==> src/sv/vcs_pkg.sv <==
// shared types and constants for the vector cosine similarity block
package vcs_pkg;

    localparam int DOT_W  = 38;
    localparam int SUM_W  = 37;
    localparam int LEN_W  = 27;
    localparam int COS_W  = 16;
    localparam int ELEM_W = 16;

    // iterative unit widths
    localparam int SRC_W  = 74;
    localparam int REM_W  = 76;
    localparam int ARG_W  = 38;
    localparam int RES_W  = 53;
    localparam int CNT_W  = 6;

    // iteration counts per operation
    localparam logic [CNT_W-1:0] MUL_STEPS  = 6'd37;
    localparam logic [CNT_W-1:0] SQRT_STEPS = 6'd37;
    localparam logic [CNT_W-1:0] DIV_STEPS  = 6'd53;

    localparam logic [1:0] STATUS_OK   = 2'd0;
    localparam logic [1:0] STATUS_ZERO = 2'd1;
    localparam logic [1:0] STATUS_OVF  = 2'd2;

    typedef enum logic [1:0] {
        OP_MUL  = 2'd0,
        OP_SQRT = 2'd1,
        OP_DIV  = 2'd2
    } unit_op_t;

    typedef struct packed {
        logic     start;
        unit_op_t op;
    } unit_cmd_t;

    typedef struct packed {
        logic accept;
        logic clear;
    } acc_ctl_t;

endpackage

==> src/sv/vcs_acc.sv <==
// dot product and square sum accumulators with element count
module vcs_acc #(
    parameter int MAX_ELEMENTS = 64
) (
    input  logic                             clk,
    input  logic                             rst_n,
    input  vcs_pkg::acc_ctl_t                ctl,
    input  logic signed [vcs_pkg::ELEM_W-1:0] u_elem,
    input  logic signed [vcs_pkg::ELEM_W-1:0] v_elem,
    output logic signed [vcs_pkg::DOT_W-1:0] dot,
    output logic [vcs_pkg::SUM_W-1:0]        sum_u,
    output logic [vcs_pkg::SUM_W-1:0]        sum_v,
    output logic                             ovf
);

    localparam int CW = $clog2(MAX_ELEMENTS + 1);

    logic signed [vcs_pkg::DOT_W-1:0] dot_reg, dot_next;
    logic [vcs_pkg::SUM_W-1:0]        su_reg, su_next;
    logic [vcs_pkg::SUM_W-1:0]        sv_reg, sv_next;
    logic [CW-1:0]                    cnt_reg, cnt_next;
    logic                             ovf_reg, ovf_next;
    logic signed [31:0]               p_uv;
    logic signed [31:0]               p_uu;
    logic signed [31:0]               p_vv;

    assign p_uv = u_elem * v_elem;
    assign p_uu = u_elem * u_elem;
    assign p_vv = v_elem * v_elem;

    always_comb
    begin
        dot_next = dot_reg;
        su_next  = su_reg;
        sv_next  = sv_reg;
        cnt_next = cnt_reg;
        ovf_next = ovf_reg;
        if (ctl.clear)
        begin
            dot_next = '0;
            su_next  = '0;
            sv_next  = '0;
            cnt_next = '0;
            ovf_next = 1'b0;
        end
        else if (ctl.accept)
        begin
            if (cnt_reg < CW'(MAX_ELEMENTS))
            begin
                dot_next = dot_reg + {{(vcs_pkg::DOT_W-32){p_uv[31]}}, p_uv};
                su_next  = su_reg + {{(vcs_pkg::SUM_W-32){1'b0}}, p_uu};
                sv_next  = sv_reg + {{(vcs_pkg::SUM_W-32){1'b0}}, p_vv};
                cnt_next = cnt_reg + 1'b1;
            end
            else
            begin
                ovf_next = 1'b1;
            end
        end
    end

    always_ff @(posedge clk or negedge rst_n)
    begin
        if (!rst_n)
        begin
            dot_reg <= '0;
            su_reg  <= '0;
            sv_reg  <= '0;
            cnt_reg <= '0;
            ovf_reg <= 1'b0;
        end
        else
        begin
            dot_reg <= dot_next;
            su_reg  <= su_next;
            sv_reg  <= sv_next;
            cnt_reg <= cnt_next;
            ovf_reg <= ovf_next;
        end
    end

    assign dot   = dot_reg;
    assign sum_u = su_reg;
    assign sum_v = sv_reg;
    assign ovf   = ovf_reg;

endmodule

==> src/sv/vcs_unit.sv <==
// shared bit-serial multiply, square root and divide unit on one adder
module vcs_unit (
    input  logic                        clk,
    input  logic                        rst_n,
    input  vcs_pkg::unit_cmd_t          cmd,
    input  logic [vcs_pkg::SRC_W-1:0]   src_in,
    input  logic [vcs_pkg::ARG_W-1:0]   arg_in,
    output logic                        done,
    output logic [vcs_pkg::SRC_W-1:0]   product,
    output logic [vcs_pkg::RES_W-1:0]   result
);

    localparam int RW = vcs_pkg::REM_W;

    vcs_pkg::unit_op_t               op_reg, op_next;
    logic                            busy_reg, busy_next;
    logic                            done_reg, done_next;
    logic [vcs_pkg::CNT_W-1:0]       cnt_reg, cnt_next;
    logic [RW-1:0]                   rem_reg, rem_next;
    logic [vcs_pkg::SRC_W-1:0]       src_reg, src_next;
    logic [vcs_pkg::RES_W-1:0]       res_reg, res_next;
    logic [vcs_pkg::ARG_W-1:0]       arg_reg, arg_next;
    logic [RW-1:0]                   x;
    logic [RW-1:0]                   y;
    logic                            sub;
    logic [RW:0]                     sum;
    logic                            fits;

    // operand selection for the one shared adder
    always_comb
    begin
        x   = '0;
        y   = '0;
        sub = 1'b0;
        case (op_reg)
            vcs_pkg::OP_MUL:
            begin
                x = {rem_reg[RW-2:0], 1'b0};
                y = src_reg[vcs_pkg::SRC_W-1] ? {{(RW-vcs_pkg::ARG_W){1'b0}}, arg_reg} : '0;
            end
            vcs_pkg::OP_SQRT:
            begin
                x   = {rem_reg[RW-3:0], src_reg[vcs_pkg::SRC_W-1 -: 2]};
                y   = {{(RW-vcs_pkg::RES_W-2){1'b0}}, res_reg, 2'b01};
                sub = 1'b1;
            end
            vcs_pkg::OP_DIV:
            begin
                x   = {rem_reg[RW-2:0], src_reg[vcs_pkg::SRC_W-1]};
                y   = {{(RW-vcs_pkg::ARG_W){1'b0}}, arg_reg};
                sub = 1'b1;
            end
            default:
            begin
                x   = '0;
                y   = '0;
                sub = 1'b0;
            end
        endcase
        sum  = {1'b0, x} + {1'b0, (sub ? ~y : y)} + {{RW{1'b0}}, sub};
        // carry out of the subtract means no borrow
        fits = sum[RW];
    end

    always_comb
    begin
        op_next   = op_reg;
        busy_next = busy_reg;
        done_next = 1'b0;
        cnt_next  = cnt_reg;
        rem_next  = rem_reg;
        src_next  = src_reg;
        res_next  = res_reg;
        arg_next  = arg_reg;
        if (cmd.start)
        begin
            op_next   = cmd.op;
            busy_next = 1'b1;
            rem_next  = '0;
            res_next  = '0;
            src_next  = src_in;
            arg_next  = arg_in;
            case (cmd.op)
                vcs_pkg::OP_MUL:  cnt_next = vcs_pkg::MUL_STEPS;
                vcs_pkg::OP_SQRT: cnt_next = vcs_pkg::SQRT_STEPS;
                vcs_pkg::OP_DIV:  cnt_next = vcs_pkg::DIV_STEPS;
                default:          cnt_next = vcs_pkg::MUL_STEPS;
            endcase
        end
        else if (busy_reg)
        begin
            cnt_next = cnt_reg - 1'b1;
            if (cnt_reg == vcs_pkg::CNT_W'(1))
            begin
                busy_next = 1'b0;
                done_next = 1'b1;
            end
            case (op_reg)
                vcs_pkg::OP_MUL:
                begin
                    rem_next = sum[RW-1:0];
                    src_next = {src_reg[vcs_pkg::SRC_W-2:0], 1'b0};
                end
                vcs_pkg::OP_SQRT:
                begin
                    rem_next = fits ? sum[RW-1:0] : x;
                    res_next = {res_reg[vcs_pkg::RES_W-2:0], fits};
                    src_next = {src_reg[vcs_pkg::SRC_W-3:0], 2'b00};
                end
                vcs_pkg::OP_DIV:
                begin
                    rem_next = fits ? sum[RW-1:0] : x;
                    res_next = {res_reg[vcs_pkg::RES_W-2:0], fits};
                    src_next = {src_reg[vcs_pkg::SRC_W-2:0], 1'b0};
                end
                default:
                begin
                    rem_next = rem_reg;
                end
            endcase
        end
    end

    always_ff @(posedge clk or negedge rst_n)
    begin
        if (!rst_n)
        begin
            op_reg   <= vcs_pkg::OP_MUL;
            busy_reg <= 1'b0;
            done_reg <= 1'b0;
            cnt_reg  <= '0;
        end
        else
        begin
            op_reg   <= op_next;
            busy_reg <= busy_next;
            done_reg <= done_next;
            cnt_reg  <= cnt_next;
        end
    end

    always_ff @(posedge clk)
    begin
        rem_reg <= rem_next;
        src_reg <= src_next;
        res_reg <= res_next;
        arg_reg <= arg_next;
    end

    assign done    = done_reg;
    assign product = rem_reg[vcs_pkg::SRC_W-1:0];
    assign result  = res_reg;

endmodule

==> src/sv/vector_cosine_similarity.sv <==
// top level: accumulation, post-processing sequencer and output register
//
// Input channel: one coordinate pair (u_elem, v_elem) per request, with last
// on the final pair. Pairs that are not last are taken one per cycle and
// summed straight into the accumulators.
// After a last pair the block raises in_stall and runs one shared bit-serial
// unit: sumU*sumV (37 steps), three square roots (37 steps each) and one
// division (53 steps); the division is skipped when either length is zero,
// and with too many elements the unit is not run at all.
// Output channel: one request per vector pair, held in an output register.
// While it waits under out_stall, new pairs for the next vectors are still
// taken; a later last pair waits in the final state until the register frees.
// Reset clears the accumulators, the sequencer and the output valid.
module vector_cosine_similarity #(
    parameter int MAX_ELEMENTS = 64
) (
    input  logic                             clk,
    input  logic                             rst_n,
    input  logic                             in_valid,
    output logic                             in_stall,
    input  logic signed [vcs_pkg::ELEM_W-1:0] u_elem,
    input  logic signed [vcs_pkg::ELEM_W-1:0] v_elem,
    input  logic                             last,
    output logic                             out_valid,
    input  logic                             out_stall,
    output logic signed [vcs_pkg::DOT_W-1:0] dot_product,
    output logic [vcs_pkg::LEN_W-1:0]        length_u,
    output logic [vcs_pkg::LEN_W-1:0]        length_v,
    output logic signed [vcs_pkg::COS_W-1:0] cosine,
    output logic [1:0]                       status
);

    typedef enum logic [7:0] {
        ST_ACC    = 8'b0000_0001,
        ST_START  = 8'b0000_0010,
        ST_MUL    = 8'b0000_0100,
        ST_ROOT_P = 8'b0000_1000,
        ST_ROOT_U = 8'b0001_0000,
        ST_ROOT_V = 8'b0010_0000,
        ST_DIV    = 8'b0100_0000,
        ST_FIN    = 8'b1000_0000
    } state_t;

    state_t                            state_reg, state_next;
    vcs_pkg::acc_ctl_t                 acc_ctl;
    vcs_pkg::unit_cmd_t                cmd;
    logic [vcs_pkg::SRC_W-1:0]         src;
    logic [vcs_pkg::ARG_W-1:0]         arg;
    logic                              unit_done;
    logic [vcs_pkg::SRC_W-1:0]         unit_prod;
    logic [vcs_pkg::RES_W-1:0]         unit_res;
    logic signed [vcs_pkg::DOT_W-1:0]  dot;
    logic [vcs_pkg::SUM_W-1:0]         sum_u;
    logic [vcs_pkg::SUM_W-1:0]         sum_v;
    logic                              ovf;
    logic                              zero_len;
    logic [vcs_pkg::DOT_W-1:0]         mag;
    logic                              in_acc;
    logic                              out_acc;
    logic                              load;
    logic signed [vcs_pkg::COS_W-1:0]  cos_val;

    logic [vcs_pkg::SUM_W-1:0]         den_reg, den_next;
    logic [vcs_pkg::LEN_W-1:0]         len_u_reg, len_u_next;
    logic [vcs_pkg::LEN_W-1:0]         len_v_reg, len_v_next;
    logic signed [vcs_pkg::COS_W-1:0]  cos_reg, cos_next;
    logic                              out_valid_reg, out_valid_next;
    logic signed [vcs_pkg::DOT_W-1:0]  dot_out_reg, dot_out_next;
    logic [vcs_pkg::LEN_W-1:0]         lu_out_reg, lu_out_next;
    logic [vcs_pkg::LEN_W-1:0]         lv_out_reg, lv_out_next;
    logic signed [vcs_pkg::COS_W-1:0]  cos_out_reg, cos_out_next;
    logic [1:0]                        stat_out_reg, stat_out_next;

    assign in_stall = (state_reg != ST_ACC);
    assign in_acc   = in_valid && !in_stall;
    assign out_acc  = out_valid_reg && !out_stall;
    assign zero_len = (sum_u == '0) || (sum_v == '0);
    assign mag      = dot[vcs_pkg::DOT_W-1] ? (~dot + 1'b1) : dot;
    assign load     = (state_reg == ST_FIN) && (!out_valid_reg || !out_stall);

    vcs_acc #(
        .MAX_ELEMENTS (MAX_ELEMENTS)
    ) u_acc (
        .clk    (clk),
        .rst_n  (rst_n),
        .ctl    (acc_ctl),
        .u_elem (u_elem),
        .v_elem (v_elem),
        .dot    (dot),
        .sum_u  (sum_u),
        .sum_v  (sum_v),
        .ovf    (ovf)
    );

    vcs_unit u_unit (
        .clk     (clk),
        .rst_n   (rst_n),
        .cmd     (cmd),
        .src_in  (src),
        .arg_in  (arg),
        .done    (unit_done),
        .product (unit_prod),
        .result  (unit_res)
    );

    // saturate the quotient to q1.15 with the sign of the dot product
    always_comb
    begin
        if (dot[vcs_pkg::DOT_W-1])
        begin
            if (unit_res > vcs_pkg::RES_W'(32768))
                cos_val = 16'sh8000;
            else
                cos_val = -$signed(unit_res[vcs_pkg::COS_W-1:0]);
        end
        else
        begin
            if (unit_res > vcs_pkg::RES_W'(32767))
                cos_val = 16'sh7fff;
            else
                cos_val = $signed(unit_res[vcs_pkg::COS_W-1:0]);
        end
    end

    always_comb
    begin
        state_next     = state_reg;
        acc_ctl.accept = in_acc;
        acc_ctl.clear  = 1'b0;
        cmd.start      = 1'b0;
        cmd.op         = vcs_pkg::OP_MUL;
        src            = {sum_v, {(vcs_pkg::SRC_W-vcs_pkg::SUM_W){1'b0}}};
        arg            = {1'b0, sum_u};
        den_next       = den_reg;
        len_u_next     = len_u_reg;
        len_v_next     = len_v_reg;
        cos_next       = cos_reg;
        case (state_reg)
            ST_ACC:
            begin
                if (in_acc && last)
                    state_next = ST_START;
            end
            ST_START:
            begin
                if (ovf)
                begin
                    state_next = ST_FIN;
                end
                else
                begin
                    cmd.start  = 1'b1;
                    cmd.op     = vcs_pkg::OP_MUL;
                    state_next = ST_MUL;
                end
            end
            ST_MUL:
            begin
                src = unit_prod;
                if (unit_done)
                begin
                    cmd.start  = 1'b1;
                    cmd.op     = vcs_pkg::OP_SQRT;
                    state_next = ST_ROOT_P;
                end
            end
            ST_ROOT_P:
            begin
                src = {21'b0, sum_u, 16'b0};
                if (unit_done)
                begin
                    den_next   = unit_res[vcs_pkg::SUM_W-1:0];
                    cmd.start  = 1'b1;
                    cmd.op     = vcs_pkg::OP_SQRT;
                    state_next = ST_ROOT_U;
                end
            end
            ST_ROOT_U:
            begin
                src = {21'b0, sum_v, 16'b0};
                if (unit_done)
                begin
                    len_u_next = unit_res[vcs_pkg::LEN_W-1:0];
                    cmd.start  = 1'b1;
                    cmd.op     = vcs_pkg::OP_SQRT;
                    state_next = ST_ROOT_V;
                end
            end
            ST_ROOT_V:
            begin
                src = {mag, {(vcs_pkg::SRC_W-vcs_pkg::DOT_W){1'b0}}};
                arg = {1'b0, den_reg};
                if (unit_done)
                begin
                    len_v_next = unit_res[vcs_pkg::LEN_W-1:0];
                    if (zero_len)
                    begin
                        cos_next   = '0;
                        state_next = ST_FIN;
                    end
                    else
                    begin
                        cmd.start  = 1'b1;
                        cmd.op     = vcs_pkg::OP_DIV;
                        state_next = ST_DIV;
                    end
                end
            end
            ST_DIV:
            begin
                if (unit_done)
                begin
                    cos_next   = cos_val;
                    state_next = ST_FIN;
                end
            end
            ST_FIN:
            begin
                if (load)
                begin
                    acc_ctl.clear = 1'b1;
                    state_next    = ST_ACC;
                end
            end
            default:
            begin
                state_next = ST_ACC;
            end
        endcase
    end

    always_comb
    begin
        out_valid_next = out_valid_reg;
        dot_out_next   = dot_out_reg;
        lu_out_next    = lu_out_reg;
        lv_out_next    = lv_out_reg;
        cos_out_next   = cos_out_reg;
        stat_out_next  = stat_out_reg;
        if (out_acc)
            out_valid_next = 1'b0;
        if (load)
        begin
            out_valid_next = 1'b1;
            if (ovf)
            begin
                dot_out_next  = '0;
                lu_out_next   = '0;
                lv_out_next   = '0;
                cos_out_next  = '0;
                stat_out_next = vcs_pkg::STATUS_OVF;
            end
            else
            begin
                dot_out_next  = dot;
                lu_out_next   = len_u_reg;
                lv_out_next   = len_v_reg;
                cos_out_next  = zero_len ? '0 : cos_reg;
                stat_out_next = zero_len ? vcs_pkg::STATUS_ZERO : vcs_pkg::STATUS_OK;
            end
        end
    end

    always_ff @(posedge clk or negedge rst_n)
    begin
        if (!rst_n)
        begin
            state_reg     <= ST_ACC;
            out_valid_reg <= 1'b0;
        end
        else
        begin
            state_reg     <= state_next;
            out_valid_reg <= out_valid_next;
        end
    end

    always_ff @(posedge clk)
    begin
        den_reg      <= den_next;
        len_u_reg    <= len_u_next;
        len_v_reg    <= len_v_next;
        cos_reg      <= cos_next;
        dot_out_reg  <= dot_out_next;
        lu_out_reg   <= lu_out_next;
        lv_out_reg   <= lv_out_next;
        cos_out_reg  <= cos_out_next;
        stat_out_reg <= stat_out_next;
    end

    assign out_valid   = out_valid_reg;
    assign dot_product = dot_out_reg;
    assign length_u    = lu_out_reg;
    assign length_v    = lv_out_reg;
    assign cosine      = cos_out_reg;
    assign status      = stat_out_reg;

    // a new result only comes out of the final state
    a_rise_from_fin: assert property (@(posedge clk) disable iff (!rst_n)
        $rose(out_valid_reg) |-> $past(state_reg == ST_FIN))
        else $error("result appeared outside the final state");

    // accumulators are empty once a result has been handed off
    a_clear_after_fin: assert property (@(posedge clk) disable iff (!rst_n)
        $past(load) |-> (dot == '0 && sum_u == '0 && sum_v == '0 && !ovf))
        else $error("accumulators not cleared after result");

    // the shared unit only finishes while the sequencer waits on it
    a_done_in_wait: assert property (@(posedge clk) disable iff (!rst_n)
        unit_done |-> (state_reg == ST_MUL || state_reg == ST_ROOT_P ||
                       state_reg == ST_ROOT_U || state_reg == ST_ROOT_V ||
                       state_reg == ST_DIV))
        else $error("unit finished with no operation pending");

    // special cases report a zero cosine
    a_cos_zero: assert property (@(posedge clk) disable iff (!rst_n)
        (out_valid_reg && stat_out_reg != vcs_pkg::STATUS_OK) |-> cos_out_reg == '0)
        else $error("nonzero cosine on a special case");

endmodule
==> config.mk <==
export PLATFORM = sky130hd
export DESIGN_NAME = vector_cosine_similarity
export DESIGN_NICKNAME = d
export VERILOG_FILES = /design/src/sv/vcs_pkg.sv /design/src/sv/vcs_acc.sv /design/src/sv/vcs_unit.sv /design/src/sv/vector_cosine_similarity.sv
export SDC_FILE = /design/constraint.sdc
export NUM_CORES = 2
export LEC_CHECK = 0
export BUFFER_PORTS_ARGS = -buffer_cell sky130_fd_sc_hd__buf_2
export CAP_MARGIN = 5
export CORE_UTILIZATION = 55
export DETAILED_ROUTE_END_ITERATION = 7
export PLACE_DENSITY = 0.75
export SLEW_MARGIN = 20
export SYNTH_ARGS = -nofsm -noshare
export SYNTH_HDL_FRONTEND = slang
export SYNTH_SLANG_ARGS = --single-unit
export TNS_END_PERCENT = 5
==> constraint.sdc <==
create_clock -name clk -period 4.7 [get_ports clk]
set_input_delay 0.94 -clock clk [delete_from_list [all_inputs] [get_ports clk]]
set_output_delay 0.94 -clock clk [all_outputs]
set_load 0.02 [all_outputs]
==> metrics.txt <==
met2 wire length between 90 and 100 mm; Starting Density between 50% and 60%; Vias per Instance 5.78; die width ~340 um; run status finished, violations left; share of layout cells above drive strength 1 between 20% and 30%; warnings from Yosys 0; Clock Path Buffers 3; max FFs per register 75; grt total ovfl 0; syn nets about 8500; final setup vio count between 90 and 100; crit path kind in2reg; Routed WL roughly 200 mm; final max-slew violation count 0; Primary FF master, synth edfxtp_1; Post-Syn Instances 7226; Fmax achieved ~130 MHz; area grow syn2layout 23.4%; Multi-input gate area ~0.045 sq mm; 1st-iter DRT viols around 4700; CTS Buf Count 56; Hold Buf Count CTS 0; GRT Total Usage 33.9%; CP arrival ~8.4 ns; Final Hold Fails 0; clock sink count around 600; Rows between 100 and 150; global-route wire length before repair 314 mm; commonest non-fill, non-tap cell in the layout buf_4; Worst Slack Setup Final -3.22 ns; Initial DRT Pass Iterations 8; crit-path most repeated cell fa_1; I/O pin cnt 149; Async SR Flop Fraction 23.4%; Core ar. 0.116 sq mm; Unique masters post-synth between 90 and 100; CP max stage cell fa_2; failing checks design-rule violations, negative setup slack; Die ar. 0.119 sq mm; Final Non-Filler Cells between 9000 and 10000; Met1 Routed Length between 70 and 80 mm; Top Layer Used met5; met3 wire length ~14 mm; initial antenna violation count 2; vias in the first global route between 50000 and 60000; commonest non-fill, non-tap cells in the layout buf_4 (1093), inv_1 (1006), nand2_1 (784); routed vias between 50000 and 60000; relative slew slack 31.4%; slew of the pin with the lowest slew margin around 1.0 ns; Fill cells 8913; final worst path period share 169%; DP HPWL ~160 mm; Root Driver clkbuf_16; Reg area 0.0159 sq mm; min-delay worst type in2async; Avg Cell Area, Syn between 8 and 9 sq um; RSZ-0062 raised after global routing yes; critical path peak fanout 5; routed len/inst 20.5 um; CTS tree done; # port buffers 148; largest net degree at the start of global routing approximately 190; Critical Path Source Type primary input; die height between 300 and 400 um; minimum clock period between 7 and 8 ns; GP Congestion about 1.0; Critical Path End Type flop; DRC 29; CP peak stage delay between 0.5 and 0.6 ns; Detail Route Antenna Nets 0; layout net count between 9000 and 10000; FF+latch count, synth 595; Worst Path Required 5.22 ns; EDFF count, synth ~330; Cells after DPL 9673; Mapped Area 0.0645 sq mm; Seq/Total Area, Yosys around a quarter; clock skew between 0.03 and 0.04 ns; clk slew on worst S/H paths approximately 0.060 ns; Skew-Pair Late Insertion Delay 0.67 ns; Max-Cap Viols 0; htree depth 2
per-stage QoR:
stage | TNS (ns) | instance area [sq um] | hold WS [ns] | utilization [%] | setup WS [ns]
floorplan | -285.30 | 65400 | 0.441 | - | -3.50
global placement | -296.44 | 75300 | 0.472 | 64.8 | -4.03
detailed placement | -310.42 | 75300 | 0.481 | 64.8 | -4.17
CTS | -209.77 | 78400 | 0.445 | 67.5 | -3.21
global route | -239.63 | 79600 | 0.486 | 68.5 | -3.48
finish | -210.18 | 79600 | 0.402 | 68.5 | -3.22
synthesized netlist by cell type (all sizes together) (138+ instances only):
master | n | area (sq um)
and2 | 164 | 1030
a21oi | 379 | 1900
edfxtp | 328 | 9850
nand3 | 189 | 946
xnor2 | 196 | 1720
inv | 1047 | 3930
fa | 738 | 14800
ha | 451 | 5640
xor2 | 156 | 1370
nand2 | 812 | 3050
nor2 | 508 | 1910
clkbuf | 331 | 1250
o21ai | 344 | 1720
dfrtp | 138 | 3450
final timing paths:
kind	startpoint	endpoint	slack, ns	cells past startpoint
min in group clk	den_reg[26]	u_unit.arg_reg[26]	0.49	2
setup / recovery	v_elem[4]	u_acc.dot[35]	-3.22	32
hold / removal	rst_n	u_acc.dot[28]	0.40	1
hold reg to reg	den_reg[26]	u_unit.arg_reg[26]	0.49	2
max in group asynchronous	rst_n	u_acc.sum_u[22]	3.10	2
setup reg to reg	u_unit.op_reg[1]	u_unit.rem_reg[74]	-0.16	22
repair_timing:
action | 4_1_cts | 5_1_grt
buffers inserted | 15 | 18
endpoints found under the setup margin | 162 | 171
gates cloned | 1 | 1
resized for setup | 258 | 242
pin swaps | 104 | 150
layout make-up:
type	count	share of cell area (%)
Clock buffer	71	1.89
Multi-Input combinational cell	5209	57.0
Timing Repair Buffer	1322	13.3
Tap cell	1524	2.40
Inverter	1058	5.03
Sequential cell	595	20.0
Clock inverter	35	0.484
Antenna cell	4	0.0126
worst max-delay path, delay by kind of cell:
family / cells / cell delay, ns
adder cells (fa/ha/maj): 8 / 3.63
AND/OR/NAND/NOR: 5 / 0.49
AO/OA/AOI/OAI: 13 / 2.84
buffers and inverters: 6 / 0.53
cell families (layout without fill, tap and decap cells):
group	Yosys count	in the layout	synth area share (%)
AOI/OAI and AO/OA	1436	1436	14.3
and+or+nand+nor	2203	2203	15.8
other	0	4	0
buffers and inverters	1422	2486	8.29
muxes	29	29	0.462
adders and majority gates	1189	1189	31.7
DFF	595	595	24.6
xor gates and xnor gates	352	352	4.78
layer usage:
layer / vias to the layer above / GRT usage, %
met5: - / 0
met4: 2 / 18.8
met3: 570 / 4.25
met2: 2271 / 57.3
met1: 27800 / 42.0
li1: 26100 / -
Power is left out: the tool's default activity adds up to more than one toggle a clock period on the data nets, which glitch-free logic cannot reach.
